$ cat src/hw/rtl/nsalu_pkg.sv
// Package for the nibble ALU slice: opcodes and the result bundle.
package nsalu_pkg;

  localparam int unsigned NibW = 4;
  localparam int unsigned OpW  = 6;

  // Opcodes with the top bit set pass operand a through.
  localparam int unsigned OpPassBit = OpW - 1;

  typedef enum logic [OpW-1:0] {
    OP_SETIO = 6'd0,
    OP_INC   = 6'd1,
    OP_DEC   = 6'd2,
    OP_ADD   = 6'd3,
    OP_NOT   = 6'd4,
    OP_SHL   = 6'd5,
    OP_SHR   = 6'd6,
    OP_ROR   = 6'd7,
    OP_OR    = 6'd8,
    OP_AND   = 6'd9,
    OP_XOR   = 6'd10,
    OP_ADC   = 6'd11,
    OP_SUB   = 6'd12
  } opcode_t;

  typedef struct packed {
    logic [OpW-1:0]  opcode;
    logic [NibW-1:0] operand_a;
    logic [NibW-1:0] operand_b;
    logic            carry_in_global;
    logic            high_slice;
    logic            peer_zero;
    logic            peer_carry;
  } operands_t;

  typedef struct packed {
    logic [NibW-1:0] result_nibble;
    logic            nib_zero;
    logic            nib_carry;
    logic            zero_flag;
    logic            io_enable_flag;
    logic            carry_flag;
    logic            overflow_flag;
  } result_t;

endpackage

$ cat src/hw/rtl/nsalu_core.sv
// Combinational nibble ALU: operation decode, arithmetic and flag logic.
module nsalu_core (
  input  nsalu_pkg::operands_t opnd,
  output nsalu_pkg::result_t   res
);
  import nsalu_pkg::*;

  always_comb begin
    logic [NibW:0]   q;
    logic            hc;
    logic            cf;
    logic            ovf;
    logic            cin;
    logic            as;
    logic            bs;
    logic            hi;
    logic            use_flags;

    q         = '0;
    hc        = 1'b0;
    cf        = 1'b0;
    ovf       = 1'b0;
    use_flags = 1'b0;
    hi        = opnd.high_slice;
    as        = opnd.operand_a[NibW-1];
    bs        = opnd.operand_b[NibW-1];
    cin       = hi ? opnd.peer_carry : 1'b1;
    res       = '0;

    if (opnd.opcode[OpPassBit]) begin
      res.result_nibble = opnd.operand_a;
    end else begin
      unique case (opnd.opcode)
        OP_SETIO: begin
          res.io_enable_flag = !hi;
        end
        OP_INC: begin
          q         = {1'b0, opnd.operand_a} + {{NibW{1'b0}}, cin};
          hc        = q[NibW];
          cf        = opnd.carry_in_global;
          ovf       = !as && q[NibW-1];
          use_flags = 1'b1;
        end
        OP_DEC: begin
          q         = {1'b0, opnd.operand_a} - {{NibW{1'b0}}, cin};
          hc        = q[NibW];
          cf        = opnd.carry_in_global;
          ovf       = as && !q[NibW-1];
          use_flags = 1'b1;
        end
        OP_ADD, OP_ADC: begin
          // Chain the peer carry in the high slice; only adc takes stored carry low.
          cin = hi ? opnd.peer_carry
                   : ((opnd.opcode == OP_ADC) && opnd.carry_in_global);
          q   = {1'b0, opnd.operand_a} + {1'b0, opnd.operand_b}
                + {{NibW{1'b0}}, cin};
          hc  = q[NibW];
          cf  = q[NibW];
          ovf = (as == bs) && (q[NibW-1] != as);
          use_flags = 1'b1;
        end
        OP_NOT: begin
          q         = {1'b0, ~opnd.operand_a};
          hc        = 1'b1;
          use_flags = 1'b1;
        end
        OP_SHL: begin
          q         = {opnd.operand_a, hi && opnd.peer_carry};
          hc        = q[NibW];
          cf        = q[NibW];
          use_flags = 1'b1;
        end
        OP_SHR: begin
          q         = {1'b0, !hi && opnd.peer_carry, opnd.operand_a[NibW-1:1]};
          hc        = opnd.operand_a[0];
          cf        = opnd.peer_carry;
          use_flags = 1'b1;
        end
        OP_ROR: begin
          q         = {1'b0, opnd.peer_carry, opnd.operand_a[NibW-1:1]};
          hc        = opnd.operand_a[0];
          cf        = opnd.peer_carry;
          use_flags = 1'b1;
        end
        OP_OR: begin
          q         = {1'b0, opnd.operand_a | opnd.operand_b};
          use_flags = 1'b1;
        end
        OP_AND: begin
          q         = {1'b0, opnd.operand_a & opnd.operand_b};
          use_flags = 1'b1;
        end
        OP_XOR: begin
          q         = {1'b0, opnd.operand_a ^ opnd.operand_b};
          use_flags = 1'b1;
        end
        OP_SUB: begin
          q   = {1'b0, opnd.operand_a} - {1'b0, opnd.operand_b}
                - {{NibW{1'b0}}, hi && opnd.peer_carry};
          hc  = q[NibW];
          cf  = q[NibW];
          ovf = (as != bs) && (q[NibW-1] != as);
          use_flags = 1'b1;
        end
        default: begin
          // Unused opcodes give all zeros.
        end
      endcase

      if (use_flags) begin
        res.result_nibble = q[NibW-1:0];
        res.nib_zero      = (q[NibW-1:0] == '0);
        res.nib_carry     = hc;
        res.zero_flag     = !hi && (q[NibW-1:0] == '0) && opnd.peer_zero;
        res.carry_flag    = hi && cf;
        res.overflow_flag = hi && ovf;
      end
    end
  end

endmodule

$ cat src/hw/rtl/nibble_slice_alu_with_flags_top.sv
// Top level of the nibble ALU slice: operand register, ALU core, result register.
//
//  channel   | handshake              | payload
//  ----------+------------------------+-----------------------------------------
//  command   | start / busy           | opcode, operand_a, operand_b,
//            |                        | carry_in_global, high_slice,
//            |                        | peer_zero, peer_carry
//  result    | done (one-cycle pulse) | result_nibble, nib_zero, nib_carry,
//            |                        | zero_flag, io_enable_flag, carry_flag,
//            |                        | overflow_flag
//
// A transfer on start gives its result on done after passing through the operand
// register, then through the ALU core into the result register.
// One command per cycle; busy stays low, as nothing in the path can stall.
// Synchronous reset clears the pipeline valid bits; payload registers are not reset.
// The receiver cannot stall: done marks each result for exactly one cycle; the result register holds it until the next.
module nibble_slice_alu_with_flags_top (
  input  logic                         clk,
  input  logic                         rst,
  input  logic                         start,
  output logic                         busy,
  input  logic [nsalu_pkg::OpW-1:0]    opcode,
  input  logic [nsalu_pkg::NibW-1:0]   operand_a,
  input  logic [nsalu_pkg::NibW-1:0]   operand_b,
  input  logic                         carry_in_global,
  input  logic                         high_slice,
  input  logic                         peer_zero,
  input  logic                         peer_carry,
  output logic                         done,
  output logic [nsalu_pkg::NibW-1:0]   result_nibble,
  output logic                         nib_zero,
  output logic                         nib_carry,
  output logic                         zero_flag,
  output logic                         io_enable_flag,
  output logic                         carry_flag,
  output logic                         overflow_flag
);
  import nsalu_pkg::*;

  operands_t opnd;
  logic      opnd_valid;
  result_t   alu_res;
  result_t   res;

  assign busy = 1'b0;

  always_ff @(posedge clk) begin
    if (rst) begin
      opnd_valid <= 1'b0;
      done       <= 1'b0;
    end else begin
      opnd_valid <= start && !busy;
      done       <= opnd_valid;
    end
  end

  // Load payload only on a transfer; hold otherwise.
  always_ff @(posedge clk) begin
    if (start && !busy) begin
      opnd <= '{opcode:          opcode,
                operand_a:       operand_a,
                operand_b:       operand_b,
                carry_in_global: carry_in_global,
                high_slice:      high_slice,
                peer_zero:       peer_zero,
                peer_carry:      peer_carry};
    end
    if (opnd_valid) begin
      res <= alu_res;
    end
  end

  nsalu_core u_core (
    .opnd (opnd),
    .res  (alu_res)
  );

  assign result_nibble  = res.result_nibble;
  assign nib_zero       = res.nib_zero;
  assign nib_carry      = res.nib_carry;
  assign zero_flag      = res.zero_flag;
  assign io_enable_flag = res.io_enable_flag;
  assign carry_flag     = res.carry_flag;
  assign overflow_flag  = res.overflow_flag;

`ifndef SYNTHESIS
  a_latency: assert property (@(posedge clk) disable iff (rst)
    (start && !busy) |=> ##1 done)
    else $error("transfer did not produce a result two cycles later");

  a_no_spurious: assert property (@(posedge clk) disable iff (rst)
    done |-> $past(opnd_valid))
    else $error("result strobe without a pending operand");

  a_nib_zero: assert property (@(posedge clk) disable iff (rst)
    (done && nib_zero) |-> (result_nibble == '0))
    else $error("nib_zero set on a nonzero nibble");

  a_slice_flags: assert property (@(posedge clk) disable iff (rst)
    done |-> !((zero_flag || io_enable_flag) && (carry_flag || overflow_flag)))
    else $error("low-slice and high-slice flags set together");
`endif

endmodule
$ cat config.mk
export PLATFORM = sky130hd
export DESIGN_NAME = nibble_slice_alu_with_flags_top
export DESIGN_NICKNAME = d
export VERILOG_FILES = /design/src/hw/rtl/nsalu_pkg.sv /design/src/hw/rtl/nsalu_core.sv /design/src/hw/rtl/nibble_slice_alu_with_flags_top.sv
export SDC_FILE = /design/constraint.sdc
export NUM_CORES = 1
export LEC_CHECK = 0
export BUFFER_PORTS_ARGS = -buffer_cell sky130_fd_sc_hd__clkbuf_2
export CAP_MARGIN = 20
export CORE_UTILIZATION = 41
export CTS_CLUSTER_DIAMETER = 100
export DETAILED_ROUTE_END_ITERATION = 16
export PLACE_DENSITY = 0.66
export SYNTH_ARGS = -nofsm -noshare
export SYNTH_HDL_FRONTEND = slang
export SYNTH_SLANG_ARGS = --single-unit
$ cat constraint.sdc
create_clock -name clk -period 4.5 [get_ports clk]
set_clock_uncertainty 0.1 [all_clocks]
set_input_delay 0.225 -clock clk [delete_from_list [all_inputs] [get_ports clk]]
set_output_delay 0.225 -clock clk [all_outputs]
set_load 0.02 [all_outputs]
## Word level (Yosys, flattened, before mapping)

Cells that the tools add are included.

| word-level totals | value |
|---|---|
| flip-flop bits (word level) | 30 |
| output and inout bits | 12 |
| logic and storage cells | 79 |
| input bits | 21 |

| operators by class | value |
|---|---|
| eq/ne operators | 16 |
| $add $sub $neg | 6 |
| reductions and logical operators | 22 |
| mux-type cells | 13 |
| bitwise logic cells | 6 |

Operator list:

| kind | number |
|---|---|
| 4-bit case mux with 11 select lines | 1 |
| 6-bit by 4-bit equality test with 1-bit output (second input constant) | 5 |
| 6-bit by 3-bit equality test with 1-bit output (second input constant) | 4 |
| 6-bit by 2-bit equality test with 1-bit output (second input constant) | 2 |
| 12-bit OR reduction | 1 |
| 1-bit logical AND | 11 |
| 2-bit OR reduction | 5 |
| 4-bit 2-to-1 mux | 2 |
| 7-bit 2-to-1 mux | 1 |
| 1-bit case mux with 7 select lines | 1 |
| 6-bit by 1-bit equality test with 1-bit output (second input constant) | 1 |
| 6-bit logical NOT | 1 |
| 1-bit 2-to-1 mux | 6 |
| 4-bit by 1-bit adder with 5-bit output | 1 |
| 4-bit by 4-bit adder with 5-bit output | 1 |
| 5-bit by 1-bit adder with 5-bit output | 1 |
| 1-bit case mux with 5 select lines | 1 |
| 4-bit by 1-bit subtractor with 5-bit output | 1 |
| 4-bit by 4-bit subtractor with 5-bit output | 1 |
| 5-bit by 1-bit subtractor with 5-bit output | 1 |
| 4-bit bitwise AND | 1 |
| 4-bit logical NOT | 1 |
| 4-bit NOT | 1 |
| 4-bit OR | 1 |
| other kinds (6) | 11 |

## Depth between registers and ports, before layout

| logic depth | value |
|---|---|
| depth in word-level cells | 11 |
| depth in mapped cells | 13 |
| depth with buffers taken out | 12 |

## Cells and area by module

Synthesis repeated with hierarchy kept, for this count alone.

| unflattened totals | value |
|---|---|
| cell total of the unflattened synthesis | 220 |
| area total of the unflattened synthesis | 2,324.7 um^2 |

Modules (own cells, without submodules):

| module | instances | cells an instance | seq. area each (um^2) | area each (um^2) |
|---|---|---|---|---|
| nsalu_core | 1 | 186 | 0.0 | 1,420.1 |
| nibble_slice_alu_with_flags_top | 1 | 34 | 880.8 | 904.6 |

## Worst setup path after synthesis

No wires, ideal clock.

| timing | value |
|---|---|
| path kind | reg-to-reg |
| start | reg, netlist name opnd[14] |
| end | reg res, in the netlist zero_flag, data pin |
| arrival time | 3.106 ns |
| stages on the path, launching flop included | 14 |
| setup time | 0.176 ns |
| required time | 4.224 ns |
| path buffers | 1 |
| period minus slack after synthesis | 3.382 ns |
| path slack | 1.118 ns |
| cell sequence | edfxtp_1 buf_2 nor3_1 nand3_1 o31a_1 fa_1 inv_1 fa_1 and4b_1 o21ai_0 o2111ai_1 nor3_1 nand4_1 nor4_1 |

| on the way | value |
|---|---|
| longest elaborated chain between the ends | 9 |
| elaborated cells between the ends (all ways) | 26 |
| classes of those cells | add/sub (1); eq/ne (12); mux (5); bitwise (1); reduce/logical (7) |

RTL lines:

| what | line | text |
|---|---|---|
| 6-bit by 4-bit equality test with 1-bit output | nsalu_core.sv:33, nsalu_core.sv:54 |  |
| 1-bit logical AND | nsalu_core.sv:54 | `: ((opnd.opcode == OP_ADC) && opnd.carry_in_global);` |
| 1-bit 2-to-1 mux | nsalu_core.sv:53 | `cin = hi ? opnd.peer_carry` |
| 5-bit by 1-bit adder with 5-bit output | nsalu_core.sv:56 | `+ {{NibW{1'b0}}, cin};` |
| 4-bit case mux with 11 select lines | nsalu_core.sv:33 | `unique case (opnd.opcode)` |
| 4-bit 2-to-1 mux | nsalu_core.sv:30 | `if (opnd.opcode[OpPassBit]) begin` |
| 4-bit logical NOT | nsalu_core.sv:114 | `res.zero_flag = !hi && (q[NibW-1:0] == '0) && opnd.peer_zero;` |
| 1-bit logical AND (2 in series) | nsalu_core.sv:114 |  |
| end signal: assignment | nibble_slice_alu_with_flags_top.sv:69 | `res <= alu_res;` |
| end: declaration | nibble_slice_alu_with_flags_top.sv:43 | `result_t res;` |

Several ways; a longest one is shown, not always the timed one. The select of a mux whose other input is x is not followed.
A chain may end at the register's enable or synchronous reset.

## Worst setup path in the final report

| timing | value |
|---|---|
| start | reg, netlist name opnd[14] |
| end | reg res, in the netlist zero_flag, data pin |

| on the way | value |
|---|---|
| longest elaborated chain between the ends | 9 |
| elaborated cells between the ends (all ways) | 26 |
| classes of those cells | add/sub (1); eq/ne (12); mux (5); bitwise (1); reduce/logical (7) |

RTL lines:

| what | line |
|---|---|
| 6-bit by 4-bit equality test with 1-bit output | nsalu_core.sv:33, nsalu_core.sv:54 |
| 1-bit logical AND | nsalu_core.sv:54 |
| 1-bit 2-to-1 mux | nsalu_core.sv:53 |
| 5-bit by 1-bit adder with 5-bit output | nsalu_core.sv:56 |
| 4-bit case mux with 11 select lines | nsalu_core.sv:33 |
| 4-bit 2-to-1 mux | nsalu_core.sv:30 |
| 4-bit logical NOT | nsalu_core.sv:114 |
| 1-bit logical AND (2 in series) | nsalu_core.sv:114 |

Several ways; a longest one is shown, not always the timed one. The select of a mux whose other input is x is not followed.

==> insert_results.sql <==
INSERT INTO impl_metrics (metric_group, metric, value, unit) VALUES
('outcome', 'status', 'finished clean', ''),
('floorplanning', 'design.die.area', '0.005765', 'mm²'),
('job', 'max-cap-violations', '0', ''),
('finish', 'fillerInstances', '478', ''),
('worst_setup_path', 'arrival', '3.76', 'ns'),
('finish', 'largest_register_ff_count', '18', ''),
('floorplanning', 'top_level_ports', '33', ''),
('sta', 'relSlewSlack', '0.6693', ''),
('sta', 'post-route-period-util', '0.8329', ''),
('global_routing', 'globalRouteTotalUtil', '0.1882', ''),
('routing', 'postRouteAntennaNets', '0', ''),
('yosys', 'proportion_of_synthesized_chip_area_in_sequential_cells', '0.3931', ''),
('clocking', 'ctsResizeCount', '0', ''),
('placement', 'place_inst', '312', ''),
('yosys', 'synth_cell_types', '55', ''),
('sta', 'finalMaxSlewViolations', '0', ''),
('sta', 'max_slew.worst_pin.slew', '0.4892', 'ns'),
('routing', 'routed-via-count', '1853', ''),
('clocking', 'clkSlewWorstSetupHoldPaths', '0.07', 'ns'),
('yosys', 'post_synth_edffs', '28', ''),
('clocking', 'cts_tree', 'done', ''),
('global_routing', 'maximum_number_of_pins_on_one_net_before_global_route_repair', '25', ''),
('floorplanning', 'initial_core_util', '0.4332', ''),
('routing', 'drt_wl_total', '5295', 'µm'),
('global_routing', 'antenna_found_initial', '0', ''),
('yosys', 'yosys_most_used_dff', 'sky130_fd_sc_hd__edfxtp_1', ''),
('finish', 'finalNonFillerCells', '323', ''),
('worst_hold_path', 'min-delay-path-class', 'in2reg', ''),
('sta', 'grt_setup_unrepaired', 'no', ''),
('finish', 'finish.net_count', '297', ''),
('yosys', 'mappedNetlistNets', '264', ''),
('finish', 'mostFrequentLayoutCell', 'sky130_fd_sc_hd__clkbuf_2', ''),
('finish', 'most-common-layout-cells', '31 x sky130_fd_sc_hd__clkbuf_2, 28 x sky130_fd_sc_hd__edfxtp_1, 20 x sky130_fd_sc_hd__ha_1', ''),
('pwr', 'p_total', '0.7825', 'mW'),
('global_routing', 'first_global_vias', '1703', ''),
('global_routing', 'wire_length_of_the_first_global_routing_pass', '8383', 'µm'),
('sta', 'timing.final.crit_period', '3.748', 'ns'),
('floorplanning', 'core_region_area', '0.005172', 'mm²'),
('worst_setup_path', 'timing.setup.critical_path_class', 'reg2reg', ''),
('placement', 'port_buffers', '31', ''),
('routing', 'detailedRoute.firstIterationViolations', '208', ''),
('clocking', 'post_cts_setup_buffer_count', '0', ''),
('sta', 'fin_tns_setup', '0', 'ns'),
('floorplanning', 'die_h', '75.93', 'µm'),
('placement', 'detailed_place_hpwl', '3925', 'µm'),
('yosys', 'synth.top_cells.by_area', 'sky130_fd_sc_hd__edfxtp_1 38%, sky130_fd_sc_hd__ha_1 11%, sky130_fd_sc_hd__fa_1 3.6%', ''),
('yosys', 'yosysTopAreaCellShare', '0.3752', ''),
('sta', 'setup_violations', '0', ''),
('yosys', 'synth_async_reset_ratio', '0', ''),
('clocking', 'clk-insertion-delay-late', '0.28', 'ns'),
('finish', 'area_used_by_multi_input_combinational_logic', '0.001214', 'mm²'),
('clocking', 'cts_root_buf', 'sky130_fd_sc_hd__clkbuf_8', ''),
('routing', 'avgRoutedWirePerCell', '16.39', 'µm'),
('finish', 'max_flop_register', 'opnd', ''),
('finish', 'syn_to_final_growth', '13.57', '%'),
('yosys', 'post_synthesis_cell_type_with_the_largest_combined_area', 'sky130_fd_sc_hd__edfxtp_1', ''),
('yosys', 'synthCells', '219', ''),
('placement', 'gp_congestion', '0.8754', ''),
('clocking', 'clkSinkCount', '30', ''),
('clocking', 'cts-buffers-inserted', '5', ''),
('yosys', 'synth_seq_cells', '30', ''),
('worst_setup_path', 'worstSetupStartpointType', 'flop', ''),
('worst_setup_path', 'timing.critical_path.required', '4.51', 'ns'),
('worst_setup_path', 'critical_path_sink_type', 'flop', ''),
('routing', 'drt_first_pass_iters', '5', ''),
('finish', 'post_route_cells_drive_above_1_share', '0.1897', ''),
('clocking', 'clk_path_buf_depth', '2', ''),
('yosys', 'yosysWarningCount', '0', ''),
('sta', 'max_freq', '266.8', 'MHz'),
('routing', 'route.detailed.drc', '0', ''),
('pwr', 'power.density', '307.5', 'mW/mm²');
## timing repair
action	4_1_cts	5_1_grt
setup endpoints to repair	0	0
endpoints found under the hold margin	0	3
hold buffers	0	3
## kinds of logic (layout without fill, tap and decap cells)
family          Yosys count  after routing  share of synthesized area
compound gates           41             41                     0.1262
xor+xnor                  6              6                    0.02345
fa+ha+maj                24             24                     0.1474
buf+inv                  27             61                    0.06532
flops                    30             30                     0.3931
mux                       2              2                   0.008934
other cells               1              1                   0.001673
simple gates             88             88                     0.2340
## power by group
part,internal [mW],switching [mW]
clock network,0.123,0.108
logic,0.0811,0.115
registers,0.330,0.0255
## cells in the mapped netlist (2+ instances only)
cell,number
sky130_fd_sc_hd__a21o_1,2
sky130_fd_sc_hd__a21oi_1,11
sky130_fd_sc_hd__and2_1,3
sky130_fd_sc_hd__and3_1,4
sky130_fd_sc_hd__and4b_1,3
sky130_fd_sc_hd__buf_2,3
sky130_fd_sc_hd__buf_4,3
sky130_fd_sc_hd__buf_6,4
sky130_fd_sc_hd__dfxtp_1,2
sky130_fd_sc_hd__edfxtp_1,28
sky130_fd_sc_hd__fa_1,4
sky130_fd_sc_hd__ha_1,20
sky130_fd_sc_hd__inv_1,16
sky130_fd_sc_hd__mux2i_1,2
sky130_fd_sc_hd__nand2_1,16
sky130_fd_sc_hd__nand2b_1,6
sky130_fd_sc_hd__nand3_1,9
sky130_fd_sc_hd__nand3b_1,2
sky130_fd_sc_hd__nand4_1,4
sky130_fd_sc_hd__nor2_1,10
sky130_fd_sc_hd__nor2b_1,4
sky130_fd_sc_hd__nor3_1,8
sky130_fd_sc_hd__nor3b_1,2
sky130_fd_sc_hd__nor4_1,3
sky130_fd_sc_hd__nor4_2,3
sky130_fd_sc_hd__nor4b_1,2
sky130_fd_sc_hd__o2111ai_1,4
sky130_fd_sc_hd__o211ai_1,4
sky130_fd_sc_hd__o21ai_0,3
sky130_fd_sc_hd__o22ai_1,3
sky130_fd_sc_hd__o311ai_1,2
sky130_fd_sc_hd__or3_1,2
sky130_fd_sc_hd__xnor2_1,5
## layout make-up
| type | count | area share |
|---|---|---|
| clock inverters | 2 | 0.004916 |
| multi-input cells | 162 | 0.4769 |
| flip-flops and latches | 30 | 0.3461 |
| well taps | 70 | 0.03441 |
| repair buffers | 37 | 0.08161 |
| inverters | 16 | 0.02360 |
| clock buffers | 6 | 0.03245 |
## worst paths after layout
path,from,to,slack [ns],cells after the start
min,rst,done$_SDFF_PP0_,0.009,2
max,opnd[14]$_DFFE_PP_,zero_flag$_SDFFCE_PP0P_,0.75,12
min reg2reg,opnd[1]$_DFFE_PP_,zero_flag$_SDFFCE_PP0P_,0.52,2
max reg2reg,opnd[14]$_DFFE_PP_,zero_flag$_SDFFCE_PP0P_,0.75,12
## worst max-delay path, stage by stage (launching register included)
cell                        delay (ns)
sky130_fd_sc_hd__edfxtp_1         0.60
sky130_fd_sc_hd__nor3_1           0.44
sky130_fd_sc_hd__nand3_1          0.21
sky130_fd_sc_hd__o31a_1           0.33
sky130_fd_sc_hd__fa_1             0.38
sky130_fd_sc_hd__inv_1            0.08
sky130_fd_sc_hd__fa_1             0.40
sky130_fd_sc_hd__and4b_1          0.18
sky130_fd_sc_hd__o21ai_0          0.16
sky130_fd_sc_hd__o2111ai_1        0.17
sky130_fd_sc_hd__nor3_1           0.20
sky130_fd_sc_hd__nand4_1          0.14
sky130_fd_sc_hd__nor4_1           0.19
## metrics by stage
step / setup slack [ns] / area, µm² / util / hold WS [ns]
after floorplan: 1.118 / 2241 / - / 0.1966
after global placement: 0.8905 / 2420 / 0.4678 / 0.3026
after detailed placement: 0.8164 / 2420 / 0.4678 / 0.3036
after CTS: 0.8027 / 2515 / 0.4862 / 0.0006258
after global routing: 0.4815 / 2545 / 0.4920 / 0.0009212
final: 0.7517 / 2545 / 0.4920 / 0.008967
## per-layer routing
layer / vias to the layer above / track usage / wire, µm
met2: 90 / 0.2964 / 2402
li1: 884 / - / -
met4: 0 / 0.07692 / 124
met1: 865 / 0.2439 / 2342
met5: - / 0 / 0
met3: 14 / 0.05181 / 425
Power figures use the tool's default switching activity.
